### config.mk
export PLATFORM = sky130hd
export DESIGN_NAME = periodic_message_scheduler
export DESIGN_NICKNAME = d
export VERILOG_FILES = /design/src/design/pms_pkg.sv /design/src/design/pms_ram.sv /design/src/design/pms_front.sv /design/src/design/pms_queue.sv /design/src/design/pms_back.sv /design/src/design/periodic_message_scheduler.sv
export SDC_FILE = /design/constraint.sdc
export NUM_CORES = 2
export LEC_CHECK = 0
export ABC_AREA = 1
export BUFFER_PORTS_ARGS = -buffer_cell sky130_fd_sc_hd__buf_2
export CORE_MARGIN = 2
export CORE_UTILIZATION = 47
export CTS_BUF_LIST = sky130_fd_sc_hd__clkbuf_16
export CTS_CLUSTER_DIAMETER = 120
export CTS_CLUSTER_SIZE = 28
export DETAILED_ROUTE_END_ITERATION = 7
export PLACE_DENSITY_LB_ADDON = 0.12
export SLEW_MARGIN = 20
export SYNTH_ARGS = -nofsm -noshare
export SYNTH_HDL_FRONTEND = slang
export SYNTH_SLANG_ARGS = --single-unit
### constraint.sdc
create_clock -name clk -period 8.05 [get_ports clk]
set_input_delay 0.4025 -clock clk [delete_from_list [all_inputs] [get_ports clk]]
set_output_delay 0.4025 -clock clk [all_outputs]
set_load 0.02 [all_outputs]
### src/design/pms_pkg.sv
// Shared types, constants and codes for the periodic message scheduler.
// Depends on nothing; every other design file but pms_ram refers to it by scoped names.
package pms_pkg;

	localparam int NUM_SLOTS   = 16;
	localparam int QUEUE_DEPTH = 2;

	localparam int CFG_IDX_W  = 2;
	localparam int CFG_DATA_W = 32;

	localparam logic [CFG_IDX_W-1:0] CFG_DUE_MARGIN     = 2'd0;
	localparam logic [CFG_IDX_W-1:0] CFG_OVERFLOW_LIMIT = 2'd1;
	localparam logic [CFG_IDX_W-1:0] CFG_MAX_WAIT       = 2'd2;

	localparam logic [15:0] DUE_MARGIN_RST     = 16'd3;
	localparam logic [31:0] OVERFLOW_LIMIT_RST = 32'd60000;
	localparam logic [15:0] MAX_WAIT_RST       = 16'd5000;

	localparam logic [0:0] KIND_REG  = 1'b0;
	localparam logic [0:0] KIND_SCAN = 1'b1;

	localparam logic [7:0] EN_OFF = 8'd0;
	localparam logic [7:0] EN_ON  = 8'd1;

	localparam logic [1:0] RK_ACK = 2'd0;
	localparam logic [1:0] RK_DUE = 2'd1;
	localparam logic [1:0] RK_END = 2'd2;

	typedef struct packed {
		logic [0:0]  kind;
		logic [7:0]  msg_id;
		logic [15:0] period;
		logic [7:0]  enable;
		logic [31:0] now_time;
	} req_t;

	typedef struct packed {
		logic [1:0]  result_kind;
		logic [7:0]  due_id;
		logic [15:0] wait_time;
		logic [0:0]  error;
		logic [0:0]  last;
	} rsp_t;

	typedef enum logic [1:0] {
		OP_ON,
		OP_OFF,
		OP_BAD,
		OP_SCAN
	} op_t;

	typedef struct packed {
		op_t         op;
		logic [7:0]  msg_id;
		logic [15:0] period;
		logic [31:0] now_time;
	} cmd_t;

	typedef struct packed {
		logic [15:0] due_margin;
		logic [31:0] overflow_limit;
		logic [15:0] max_wait;
	} cfg_t;

endpackage

### src/design/pms_ram.sv
// Generic single-write, single-read RAM with registered read data.
// Depends on nothing.
module pms_ram #(
	parameter int WIDTH = 8,
	parameter int DEPTH = 16
) (
	input  logic                                   clk,
	input  logic                                   we,
	input  logic [(DEPTH > 1 ? $clog2(DEPTH) : 1)-1:0] waddr,
	input  logic [WIDTH-1:0]                       wdata,
	input  logic [(DEPTH > 1 ? $clog2(DEPTH) : 1)-1:0] raddr,
	output logic [WIDTH-1:0]                       rdata
);

	logic [WIDTH-1:0] mem_q [DEPTH];

	always_ff @(posedge clk) begin
		if (we) begin
			mem_q[waddr] <= wdata;
		end
		rdata <= mem_q[raddr];
	end

endmodule

### src/design/pms_front.sv
// Front end: accepts request items, classifies them into commands and
// offers them to the command queue. Depends on pms_pkg.
module pms_front (
	input  logic          clk,
	input  logic          arst_n,
	input  logic          req_valid,
	output logic          req_ready,
	input  pms_pkg::req_t req_data,
	output logic          push_valid,
	input  logic          push_ready,
	output pms_pkg::cmd_t push_cmd
);

	logic          valid_s1;
	pms_pkg::cmd_t cmd_s1;
	pms_pkg::op_t  op;

	always_comb begin
		priority if (req_data.kind == pms_pkg::KIND_SCAN) begin
			op = pms_pkg::OP_SCAN;
		end else if (req_data.enable == pms_pkg::EN_ON) begin
			op = pms_pkg::OP_ON;
		end else if (req_data.enable == pms_pkg::EN_OFF) begin
			op = pms_pkg::OP_OFF;
		end else begin
			op = pms_pkg::OP_BAD;
		end
	end

	assign req_ready  = !valid_s1 || push_ready;
	assign push_valid = valid_s1;
	assign push_cmd   = cmd_s1;

	always_ff @(posedge clk or negedge arst_n) begin
		if (!arst_n) begin
			valid_s1 <= 1'b0;
		end else if (req_ready) begin
			valid_s1 <= req_valid;
		end
	end

	always_ff @(posedge clk) begin
		if (req_valid && req_ready) begin
			cmd_s1 <= '{op: op, msg_id: req_data.msg_id, period: req_data.period,
				now_time: req_data.now_time};
		end
	end

endmodule

### src/design/pms_queue.sv
// Short command queue between front and back end.
// Depends on pms_pkg.
module pms_queue #(
	parameter int DEPTH = pms_pkg::QUEUE_DEPTH
) (
	input  logic          clk,
	input  logic          arst_n,
	input  logic          in_valid,
	output logic          in_ready,
	input  pms_pkg::cmd_t in_cmd,
	output logic          out_valid,
	input  logic          out_ready,
	output pms_pkg::cmd_t out_cmd
);

	localparam int PtrW = DEPTH > 1 ? $clog2(DEPTH) : 1;
	localparam int CntW = $clog2(DEPTH + 1);
	localparam logic [PtrW-1:0] LastPtr = PtrW'(DEPTH - 1);
	localparam logic [CntW-1:0] Full    = CntW'(DEPTH);

	pms_pkg::cmd_t   mem_q [DEPTH];
	logic [PtrW-1:0] wr_ptr_q;
	logic [PtrW-1:0] rd_ptr_q;
	logic [CntW-1:0] count_q;
	logic            push;
	logic            pop;

	assign in_ready  = count_q != Full;
	assign out_valid = count_q != '0;
	assign out_cmd   = mem_q[rd_ptr_q];
	assign push      = in_valid && in_ready;
	assign pop       = out_valid && out_ready;

	always_ff @(posedge clk or negedge arst_n) begin
		if (!arst_n) begin
			wr_ptr_q <= '0;
			rd_ptr_q <= '0;
			count_q  <= '0;
		end else begin
			if (push) begin
				wr_ptr_q <= (wr_ptr_q == LastPtr) ? '0 : wr_ptr_q + PtrW'(1);
			end
			if (pop) begin
				rd_ptr_q <= (rd_ptr_q == LastPtr) ? '0 : rd_ptr_q + PtrW'(1);
			end
			if (push && !pop) begin
				count_q <= count_q + CntW'(1);
			end else if (pop && !push) begin
				count_q <= count_q - CntW'(1);
			end
		end
	end

	always_ff @(posedge clk) begin
		if (push) begin
			mem_q[wr_ptr_q] <= in_cmd;
		end
	end

endmodule

### src/design/pms_back.sv
// Back end: walks the slot table one slot a cycle for each command but a bad one, stalling
// while a due item waits on the output; emits acknowledge, due and end-of-scan items. Depends on pms_pkg, pms_ram.
module pms_back #(
	parameter int NUM_SLOTS = pms_pkg::NUM_SLOTS
) (
	input  logic          clk,
	input  logic          arst_n,
	input  pms_pkg::cfg_t cfg,
	input  logic          q_valid,
	output logic          q_ready,
	input  pms_pkg::cmd_t q_cmd,
	output logic          rsp_valid,
	input  logic          rsp_ready,
	output pms_pkg::rsp_t rsp_data
);

	localparam int IdxW = NUM_SLOTS > 1 ? $clog2(NUM_SLOTS) : 1;
	localparam logic [IdxW-1:0] LastIdx = IdxW'(NUM_SLOTS - 1);

	typedef enum logic [1:0] {
		S_IDLE,
		S_WALK,
		S_DONE
	} state_t;

	state_t          state_q;
	pms_pkg::cmd_t   cmd_q;
	logic [IdxW-1:0] idx_q;
	logic [15:0]     wait_q;
	logic            err_q;
	logic [NUM_SLOTS-1:0] active_q;
	logic [NUM_SLOTS-1:0] idp_wr_q;
	logic [NUM_SLOTS-1:0] ls_wr_q;
	logic            rsp_valid_q;
	pms_pkg::rsp_t   rsp_q;

	logic [IdxW-1:0] raddr;
	logic [23:0]     idp_rdata;
	logic [31:0]     ls_rdata;
	logic            idp_we;
	logic            ls_we;

	logic        out_free;
	logic        last_slot;
	logic        is_scan;
	logic        act;
	logic [7:0]  id_v;
	logic [15:0] per_v;
	logic [31:0] ls_v;
	logic [31:0] rem;
	logic        due_emit;
	logic        hit;
	logic        advance;

	assign out_free  = !rsp_valid_q || rsp_ready;
	assign last_slot = idx_q == LastIdx;
	assign is_scan   = cmd_q.op == pms_pkg::OP_SCAN;
	assign act       = active_q[idx_q];
	assign id_v      = idp_wr_q[idx_q] ? idp_rdata[23:16] : 8'd0;
	assign per_v     = idp_wr_q[idx_q] ? idp_rdata[15:0] : 16'd0;
	assign ls_v      = ls_wr_q[idx_q] ? ls_rdata : 32'd0;
	assign rem       = ls_v + {16'd0, per_v} - cmd_q.now_time;
	assign due_emit  = is_scan && act &&
		((rem < {16'd0, cfg.due_margin}) || (rem > cfg.overflow_limit));
	assign hit       = (cmd_q.op == pms_pkg::OP_ON) ? !act : (id_v == cmd_q.msg_id);
	assign advance   = (state_q == S_WALK) && (!due_emit || out_free);
	assign idp_we    = (state_q == S_WALK) && (cmd_q.op == pms_pkg::OP_ON) && hit;
	assign ls_we     = advance && due_emit;
	assign q_ready   = state_q == S_IDLE;
	assign rsp_valid = rsp_valid_q;
	assign rsp_data  = rsp_q;

	always_comb begin
		unique case (state_q)
			S_IDLE: raddr = '0;
			S_WALK: raddr = (advance && !last_slot) ? idx_q + IdxW'(1) : idx_q;
			default: raddr = idx_q;
		endcase
	end

	pms_ram #(.WIDTH(24), .DEPTH(NUM_SLOTS)) u_idp_ram (
		.clk   (clk),
		.we    (idp_we),
		.waddr (idx_q),
		.wdata ({cmd_q.msg_id, cmd_q.period}),
		.raddr (raddr),
		.rdata (idp_rdata)
	);

	pms_ram #(.WIDTH(32), .DEPTH(NUM_SLOTS)) u_ls_ram (
		.clk   (clk),
		.we    (ls_we),
		.waddr (idx_q),
		.wdata (cmd_q.now_time),
		.raddr (raddr),
		.rdata (ls_rdata)
	);

	always_ff @(posedge clk or negedge arst_n) begin
		if (!arst_n) begin
			state_q     <= S_IDLE;
			idx_q       <= '0;
			active_q    <= '0;
			idp_wr_q    <= '0;
			ls_wr_q     <= '0;
			rsp_valid_q <= 1'b0;
		end else begin
			if (rsp_valid_q && rsp_ready) begin
				rsp_valid_q <= 1'b0;
			end
			unique case (state_q)
				S_IDLE: begin
					if (q_valid) begin
						cmd_q   <= q_cmd;
						idx_q   <= '0;
						wait_q  <= cfg.max_wait;
						err_q   <= 1'b1;
						state_q <= (q_cmd.op == pms_pkg::OP_BAD) ? S_DONE : S_WALK;
					end
				end
				S_WALK: begin
					if (advance) begin
						if (is_scan) begin
							if (due_emit) begin
								rsp_valid_q <= 1'b1;
								rsp_q <= '{result_kind: pms_pkg::RK_DUE, due_id: id_v,
									wait_time: 16'd0, error: 1'b0, last: 1'b0};
								ls_wr_q[idx_q] <= 1'b1;
								if (per_v < wait_q) begin
									wait_q <= per_v;
								end
							end else if (act && (rem < {16'd0, wait_q})) begin
								wait_q <= rem[15:0];
							end
							if (last_slot) begin
								state_q <= S_DONE;
							end else begin
								idx_q <= idx_q + IdxW'(1);
							end
						end else if (hit) begin
							err_q   <= 1'b0;
							state_q <= S_DONE;
							if (cmd_q.op == pms_pkg::OP_ON) begin
								active_q[idx_q] <= 1'b1;
								idp_wr_q[idx_q] <= 1'b1;
							end else begin
								active_q[idx_q] <= 1'b0;
							end
						end else if (last_slot) begin
							state_q <= S_DONE;
						end else begin
							idx_q <= idx_q + IdxW'(1);
						end
					end
				end
				S_DONE: begin
					if (out_free) begin
						rsp_valid_q <= 1'b1;
						if (is_scan) begin
							rsp_q <= '{result_kind: pms_pkg::RK_END, due_id: 8'd0,
								wait_time: wait_q, error: 1'b0, last: 1'b1};
						end else begin
							rsp_q <= '{result_kind: pms_pkg::RK_ACK, due_id: 8'd0,
								wait_time: 16'd0, error: err_q, last: 1'b1};
						end
						state_q <= S_IDLE;
					end
				end
				default: state_q <= S_IDLE;
			endcase
		end
	end

endmodule

### src/design/periodic_message_scheduler.sv
// Periodic message scheduler top level: configuration registers, front end,
// command queue and back end. Depends on pms_pkg, pms_front, pms_queue, pms_back.
// Flow: the front end registers each item towards the command queue; the back end takes
// a command only when idle and, unless it is bad, walks the slots one per cycle, pausing
// while a due item waits on the output; a later command waits in the queue meanwhile.
// Reset: asynchronous, clears all slot flags and loads the register defaults at once.
module periodic_message_scheduler #(
	parameter int NUM_SLOTS   = pms_pkg::NUM_SLOTS,
	parameter int QUEUE_DEPTH = pms_pkg::QUEUE_DEPTH
) (
	input  logic                           clk,
	input  logic                           arst_n,
	input  logic                           req_valid,
	output logic                           req_ready,
	input  pms_pkg::req_t                  req_data,
	output logic                           rsp_valid,
	input  logic                           rsp_ready,
	output pms_pkg::rsp_t                  rsp_data,
	input  logic                           cfg_we,
	input  logic [pms_pkg::CFG_IDX_W-1:0]  cfg_index,
	input  logic [pms_pkg::CFG_DATA_W-1:0] cfg_wdata
);

	pms_pkg::cfg_t cfg_q;
	logic          push_valid;
	logic          push_ready;
	pms_pkg::cmd_t push_cmd;
	logic          q_valid;
	logic          q_ready;
	pms_pkg::cmd_t q_cmd;

	always_ff @(posedge clk or negedge arst_n) begin
		if (!arst_n) begin
			cfg_q <= '{due_margin: pms_pkg::DUE_MARGIN_RST,
				overflow_limit: pms_pkg::OVERFLOW_LIMIT_RST,
				max_wait: pms_pkg::MAX_WAIT_RST};
		end else if (cfg_we) begin
			unique case (cfg_index)
				pms_pkg::CFG_DUE_MARGIN:     cfg_q.due_margin     <= cfg_wdata[15:0];
				pms_pkg::CFG_OVERFLOW_LIMIT: cfg_q.overflow_limit <= cfg_wdata[31:0];
				pms_pkg::CFG_MAX_WAIT:       cfg_q.max_wait       <= cfg_wdata[15:0];
				default: ;
			endcase
		end
	end

	pms_front u_front (
		.clk        (clk),
		.arst_n     (arst_n),
		.req_valid  (req_valid),
		.req_ready  (req_ready),
		.req_data   (req_data),
		.push_valid (push_valid),
		.push_ready (push_ready),
		.push_cmd   (push_cmd)
	);

	pms_queue #(.DEPTH(QUEUE_DEPTH)) u_queue (
		.clk       (clk),
		.arst_n    (arst_n),
		.in_valid  (push_valid),
		.in_ready  (push_ready),
		.in_cmd    (push_cmd),
		.out_valid (q_valid),
		.out_ready (q_ready),
		.out_cmd   (q_cmd)
	);

	pms_back #(.NUM_SLOTS(NUM_SLOTS)) u_back (
		.clk       (clk),
		.arst_n    (arst_n),
		.cfg       (cfg_q),
		.q_valid   (q_valid),
		.q_ready   (q_ready),
		.q_cmd     (q_cmd),
		.rsp_valid (rsp_valid),
		.rsp_ready (rsp_ready),
		.rsp_data  (rsp_data)
	);

endmodule

# Yosys cells after proc, flatten, opt, wreduce, memory -nomap -nowiden

Memory sizes are Yosys's and may differ from the RTL's. A register that Yosys moved wholly into a read port is not among the register bits.
Index checks and enable logic that the tools add are counted.

Flip-flop bits (word level): 285
Latch bits: 0
Bits in writable memories: 1012
Bits in read-only memories: 0
Input port bits: 104
Output and inout bits: 30
Logic and storage cells: 181
Memories: 3

Memories:

| memory                 | words | bits a word | read ports | clocked after Yosys merged registers in | write ports | RTL line        | source |
|---|---|---|---|---|---|---|---|
| u_back.u_ls_ram.mem_q  | 16    | 32          | 1          | 1                                       | 1           | pms_ram.sv:15   | `logic [WIDTH-1:0] mem_q [DEPTH];` |
| u_back.u_idp_ram.mem_q | 16    | 24          | 1          | 1                                       | 1           | pms_ram.sv:15   |  |
| u_queue.mem_q          | 2     | 58          | 1          | 0                                       | 1           | pms_queue.sv:21 | `pms_pkg::cmd_t mem_q [DEPTH];` |

Add/sub/neg operators: 7
Multipliers: 0
Div/mod/pow operators: 0
Magnitude comparators: 6
Equal/unequal tests: 20
Shifts and indexed selects: 0
Muxes and demuxes: 65
Bitwise gates (word level): 6
Reduce and logical (&&, ||, !) cells: 46

Operator list:

| cell                 | number |
|---|---|
| $mux W28             | 5 |
| $mux W16             | 8 |
| $lt A32 B16 Y1       | 2 |
| $pmux W28 S2         | 1 |
| $or A16 B16 Y16      | 3 |
| $add A32 B16 Y32     | 1 |
| $gt A32 B32 Y1       | 1 |
| $mux W32             | 1 |
| $pmux W16 S2         | 1 |
| $sub A32 B32 Y32     | 1 |
| $mux W4              | 6 |
| $mux W1              | 22 |
| $mux W2              | 11 |
| $and A16 B16 Y16     | 1 |
| $lt A16 B16 Y1       | 1 |
| $not A16 Y16         | 1 |
| $pmux W4 S2          | 2 |
| $logic_and A1 B1 Y1  | 15 |
| $bmux W1 S4          | 3 |
| $ne A2 B1 Y1 const B | 6 |
| $reduce_and A4 Y1    | 3 |
| $reduce_and A6 Y1    | 2 |
| $eq A2 B2 Y1 const B | 4 |
| $eq A8 B1 Y1 const B | 1 |
| other kinds (26)     | 48 |

# Logic depth before layout (Yosys ltp)

Word-level depth: 14
Depth in mapped cells: 52
Gate-level depth less buffers: 45

# Modules after synthesis

A second synthesis with hierarchy kept.

Cells, all modules: 6024
Area total of the unflattened synthesis: 60768.3 µm²

By module, submodules not included:

| module                      | instances | cells each | area each (µm²) | sequential area each (µm²) |
|---|---|---|---|---|
| pms_ram at u_back.u_ls_ram  | 1         | 2120       | 22730.6         | 16015.4 |
| pms_ram at u_back.u_idp_ram | 1         | 1597       | 16951.3         | 12011.5 |
| pms_back                    | 1         | 1616       | 12181.7         | 4469.3 |
| pms_queue                   | 1         | 332        | 4443.0          | 3583.4 |
| periodic_message_scheduler  | 1         | 285        | 2628.8          | 1619.1 |
| pms_front                   | 1         | 74         | 1833.0          | 1766.7 |

# Least setup slack after synthesis

No wires, ideal clock.

Kind: register -> register
From: register u_back.idx_q[0]
To: register u_back.rsp_q, in the netlist u_back.rsp_data[0] (enable)
Library setup time: 0.484 ns
Arrival time: 7.918 ns
Slack: -0.352 ns
Cell stages (with the launch flop): 42
Path buffers: 6
Clock period less this slack: 8.402 ns
Cells stage by stage: dfrtp_1 > buf_4 > inv_2 > buf_6 > buf_2 > o21ai_1 > nand2_1 > nand2_1 > nand2_1 > nor2_4 > inv_2 > buf_2 > buf_1 > nand2_1 > fa_1 > inv_1 > ha_1 > nand2_1 > [6 not listed] > nand2_1 > inv_2 > nand3_1 > nand2_1 > ha_1 > nand4_1 > nor4_1 > inv_1 > nor4_1 > nand2_1 > nand3_1 > nand2_1 > nand2_2 > nand2_1 > inv_1 > nor2_1 > clkbuf_1 > nor4_1

Word-level cells in the longest chain between the ends: 13

Ends and longest elaborated chain:

| element                                          | RTL line                       | source |
|---|---|---|
| from (decl)                                      | pms_back.sv:28                 | `logic [IdxW-1:0] idx_q;` |
| from (signal assigned)                           | pms_back.sv:138                | `idx_q <= idx_q + IdxW'(1);` |
| from (signal assigned)                           | pms_back.sv:152                | `idx_q <= idx_q + IdxW'(1);` |
| $bmux W1 S4 (on tied branches)                   | pms_back.sv:61, pms_back.sv:60 |  |
| $mux W1 (on tied branches)                       | pms_back.sv:61, pms_back.sv:60 |  |
| $mux W32 or $mux W16 (tied branches)             | pms_back.sv:61, pms_back.sv:60 |  |
| $add A32 B16 Y32                                 | pms_back.sv:62                 | `assign rem = ls_v + {16'd0, per_v} - cmd_q.now_time;` |
| $sub A32 B32 Y32                                 | pms_back.sv:62                 |  |
| $lt A32 B16 Y1 or $gt A32 B32 Y1 (tied branches) | pms_back.sv:64                 | `((rem < {16'd0, cfg.due_margin}) \|\| (rem > cfg.overflow_limit));` |
| $logic_or A1 B1 Y1                               | pms_back.sv:64                 |  |
| $logic_and A1 B1 Y1 *                            | pms_back.sv:63                 | `assign due_emit = is_scan && act &&` |
| $logic_not A1 Y1                                 | pms_back.sv:66                 | `assign advance = (state_q == S_WALK) && (!due_emit \|\| out_free);` |
| $logic_or A1 B1 Y1                               | pms_back.sv:66                 |  |
| $logic_and A1 B1 Y1                              | pms_back.sv:66                 |  |
| $ne A2 B1 Y1 (no line)                           | n/a                            |  |
| $reduce_and A6 Y1 (no line) *                    | n/a                            |  |
| to (signal assigned)                             | pms_back.sv:126                | `rsp_q <= '{result_kind: pms_pkg::RK_DUE, due_id: id_v,` |
| to (signal assigned)                             | pms_back.sv:160                | `rsp_q <= '{result_kind: pms_pkg::RK_END, due_id: 8'd0,` |
| to (signal assigned)                             | pms_back.sv:163                | `rsp_q <= '{result_kind: pms_pkg::RK_ACK, due_id: 8'd0,` |
| to (decl)                                        | pms_back.sv:35                 | `pms_pkg::rsp_t rsp_q;` |

Mark *: on every way between the ends. The rest lies on a longest branch, timed or not. The select of a mux whose other input is x is not followed.
A chain may end at the register's enable or synchronous reset.

# Worst setup path after layout

From: register u_back.idx_q[1]
To: register u_back.u_ls_ram.rdata[2] (read register of u_back.u_ls_ram.mem_q)

Word-level cells in the longest chain between the ends: 14

Ends and longest elaborated chain:

| element                                          | RTL line                       | source |
|---|---|---|
| $bmux W1 S4 (on tied branches)                   | pms_back.sv:61, pms_back.sv:60 |  |
| $mux W1 (on tied branches)                       | pms_back.sv:61, pms_back.sv:60 |  |
| $mux W32 or $mux W16 (tied branches)             | pms_back.sv:61, pms_back.sv:60 |  |
| $add A32 B16 Y32                                 | pms_back.sv:62                 |  |
| $sub A32 B32 Y32                                 | pms_back.sv:62                 |  |
| $lt A32 B16 Y1 or $gt A32 B32 Y1 (tied branches) | pms_back.sv:64                 |  |
| $logic_or A1 B1 Y1                               | pms_back.sv:64                 |  |
| $logic_and A1 B1 Y1                              | pms_back.sv:63                 |  |
| $logic_not A1 Y1                                 | pms_back.sv:66                 |  |
| $logic_or A1 B1 Y1                               | pms_back.sv:66                 |  |
| $logic_and A1 B1 Y1                              | pms_back.sv:66                 |  |
| $logic_and A1 B1 Y1                              | pms_back.sv:76                 | `S_WALK: raddr = (advance && !last_slot) ? idx_q + IdxW'(1) : idx_q;` |
| $mux W4                                          | pms_back.sv:76                 |  |
| $pmux W4 S2 *                                    | pms_back.sv:74                 | `unique case (state_q)` |
| to (decl)                                        | pms_ram.sv:12                  | `output logic [WIDTH-1:0] rdata` |

Marked as above.

==> flow_summary.yaml <==
die:
  initial_core_util_pct: 47.5
  io_pins: 134
  die_y_um: 355
  die_w_um: 355
  core-area_sq_um: 122000
  num_rows: 128
  die_area_sq_um: 126000
global_routing:
  grt_max_degree: 105
  antenna_found_initial: 6
  grtUsageTotal_pct: 25.1
  grt_pass1_wl_um: 237000
  overflow: 0
  grt_pass1_vias: 36700
job:
  drv_cap: 0
critical_path:
  timing.rr.start: "u_back.idx_q[1]"
  worstPathArrival_ps: 8070
  endpoint_kind: "flip-flop"
  slowest_delay_ps: 530
  r2r_cells: 45
  crit-reg2reg-capture: "u_back.u_ls_ram.rdata[2]"
  criticalPathCategory: "flip-flop to flip-flop"
  reg2reg_slack_ps: 590
  crit_required_ps: 8660
  crit_path_frequent_cell: "nand2_1"
  critPathSlowestCell: "dfrtp_1"
  cp_max_fo: 18
  start_kind: "flip-flop"
synthesis:
  ys.flop_type: "edfxtp_1"
  postSynthAreaPerCell_sq_um: 11.1
  synth_edf_count: 1173
  syn_inst: 5216
  netlist_area_sq_um: 58000
  yosys.cell_types.count: 58
  async_flop_share_pct: 9.16
  ys.warnings.count: 0
  syn_nets: 5468
  ys_ff_latch: 1353
  ys_seq_area_share_pct: 68.0
worst_hold_path:
  hold_path_end: "u_front.push_cmd[57]"
  min_from: "req_data[64]"
  hp-class: "primary input to flip-flop"
  hold_path_depth: 3
finish:
  fillers: 10600
  drive_gt1_share_pct: 8.55
  utilization_pct: 52.4
  fin_area_sq_um: 64100
  final_nets: 5599
  final_common_cell: "nand2_1"
  final_cell_mix: "1343 x nand2_1, 1173 x edfxtp_1, 1171 x nand3_1, 355 x inv_1, 136 x nor2_1"
  area_growth_syn_to_layout_pct: 10.4
sta:
  timing.final.ws_setup_ps: 589
  rsz0062_at_grt: "false"
  setup_tns_ps: 0
  finalMaxSlewViolations: 0
  clock_skew_ps: 38.7
  period_needed_ps: 7460
  period_share_pct: 92.7
  fmax_mhz: 134
  relSlewSlack_pct: 26.3
  finalSetupViolations: 0
  hold_violations: 0
  worst_pin_slew_ps: 1100
placement:
  dp_hpwl_um: 93600
  place_area_sq_um: 61500
  gp_congestion: 0.897
  io_buffers: 133
  dp_slack_ps: 401
clocking:
  h-tree-depth: 2
  cts_tree: "yes"
  cts_buffer_depth: 3
  clock-root-buffer: "clkbuf_16"
  clkLatencyLatePin_ps: 720
  cts_sinks: 1353
  cts_inserted_buffers: 55
  clk_pin_slew_ps: 110
status:
  status: "complete, no violations"
route:
  drc_errors: 0
  routed-via-count: 38700
  first_iter_violations: 4414
  routed_wl_um: 160000
  vias_per_cell: 5.51
  firstDrtPassIters: 6
  wl_per_cell_um: 22.8
  drtAntennaViolNets: 0
worst max-delay path, delay by kind of cell (launching register included):
family | cells | cell delay, ps
flip-flops | 1 | 530
AND/OR/NAND/NOR | 30 | 3930
buffers and inverters | 12 | 1760
adder cells (fa/ha/maj) | 3 | 1110
Yosys cell counts, drive strengths merged, types with 20 or more instances:
| library cell | count | area [sq um] |
|---|---|---|
| clkbuf | 118 | 443 |
| dfrtp | 110 | 2750 |
| dfxtp | 56 | 1120 |
| a21oi | 92 | 468 |
| nand4 | 20 | 140 |
| buf | 166 | 922 |
| ha | 132 | 1650 |
| nor2 | 179 | 694 |
| inv | 345 | 1300 |
| nand3 | 1178 | 5920 |
| edfxtp | 1173 | 35200 |
| o21ai | 144 | 724 |
| nand2 | 1354 | 5120 |
registers in the layout, summed over array words and instances, names as in the netlist, 2 cells and up, named ones only:
register / cells
u_front.push_cmd: 58
u_back.rsp_data: 28
u_back.u_ls_ram.rdata: 32
u_queue.mem_q: 116
u_back.u_idp_ram.mem_q: 384
cfg_q: 64
u_back.state_q: 2
u_back.cmd_q: 58
u_back.wait_q: 16
u_back.idx_q: 4
u_back.u_idp_ram.rdata: 24
u_back.u_ls_ram.mem_q: 512
u_back.idp_wr_q: 16
u_queue.count_q: 2
u_back.ls_wr_q: 16
cell type report:
class	instances	area [sq um]	share of cell area, %
Antenna cell	2	5.00	0.00781
Clock buffer	55	1380	2.15
Clock inverter	49	260	0.406
Inverter	349	1320	2.06
Multi-Input combinational cell	3230	16300	25.4
Sequential cell	1353	39500	61.6
Tap cell	1625	2030	3.17
Timing Repair Buffer	358	3330	5.20
worst max path at each step:
| stage | end | start | cells after the start |
|---|---|---|---|
| 6_report | u_back.u_ls_ram.rdata[2] | u_back.idx_q[1] | 45 |
| 4_1_cts | u_back.u_ls_ram.rdata[2] | u_back.idx_q[1] | 44 |
| 5_1_grt | u_back.u_ls_ram.rdata[2] | u_back.idx_q[1] | 44 |
| 3_5_place_dp | u_back.u_idp_ram.rdata[20] | u_back.idx_q[1] | 42 |
| 2_1_floorplan | u_back.rsp_data[0] | u_back.idx_q[0] | 41 |
| 3_3_place_gp | u_back.u_ls_ram.rdata[3] | u_back.idx_q[1] | 44 |
layer usage:
metal | wire length (um) | GRT usage [%]
met5 | 13 | 0
met4 | 3310 | 5.55
met3 | 12300 | 4.27
met2 | 72100 | 38.8
met1 | 72000 | 37.2
cell families (layout without fill, tap and decap cells):
logic type | after synthesis | count (layout) | share of synthesized area, %
compound gates | 289 | 289 | 2.78
xor+xnor | 24 | 24 | 0.362
fa+ha+maj | 148 | 148 | 3.40
buf+inv | 633 | 811 | 4.61
flops | 1353 | 1353 | 68.0
other cells | 0 | 2 | 0
simple gates | 2769 | 2769 | 20.9
what timing repair did:
| item | in CTS | in global routing |
|---|---|---|
| endpoints found under the hold margin | 144 | 0 |
| hold buffers | 88 | 0 |
| endpoints found under the setup margin | 0 | 568 |
| buffers inserted | 0 | 2 |
| resized for setup | 0 | 4 |
through the flow:
step / std cells / hold WS, ps
floorplan: 5216 / 107
global placement: 6821 / 386
detailed placement: 6824 / 388
CTS: 7016 / 4.75
global route: 7019 / 14.8
finish: 7021 / 13.6
Power is not shown: default switching activity piles up to over one toggle a cycle in this logic, so the estimate is an artifact.
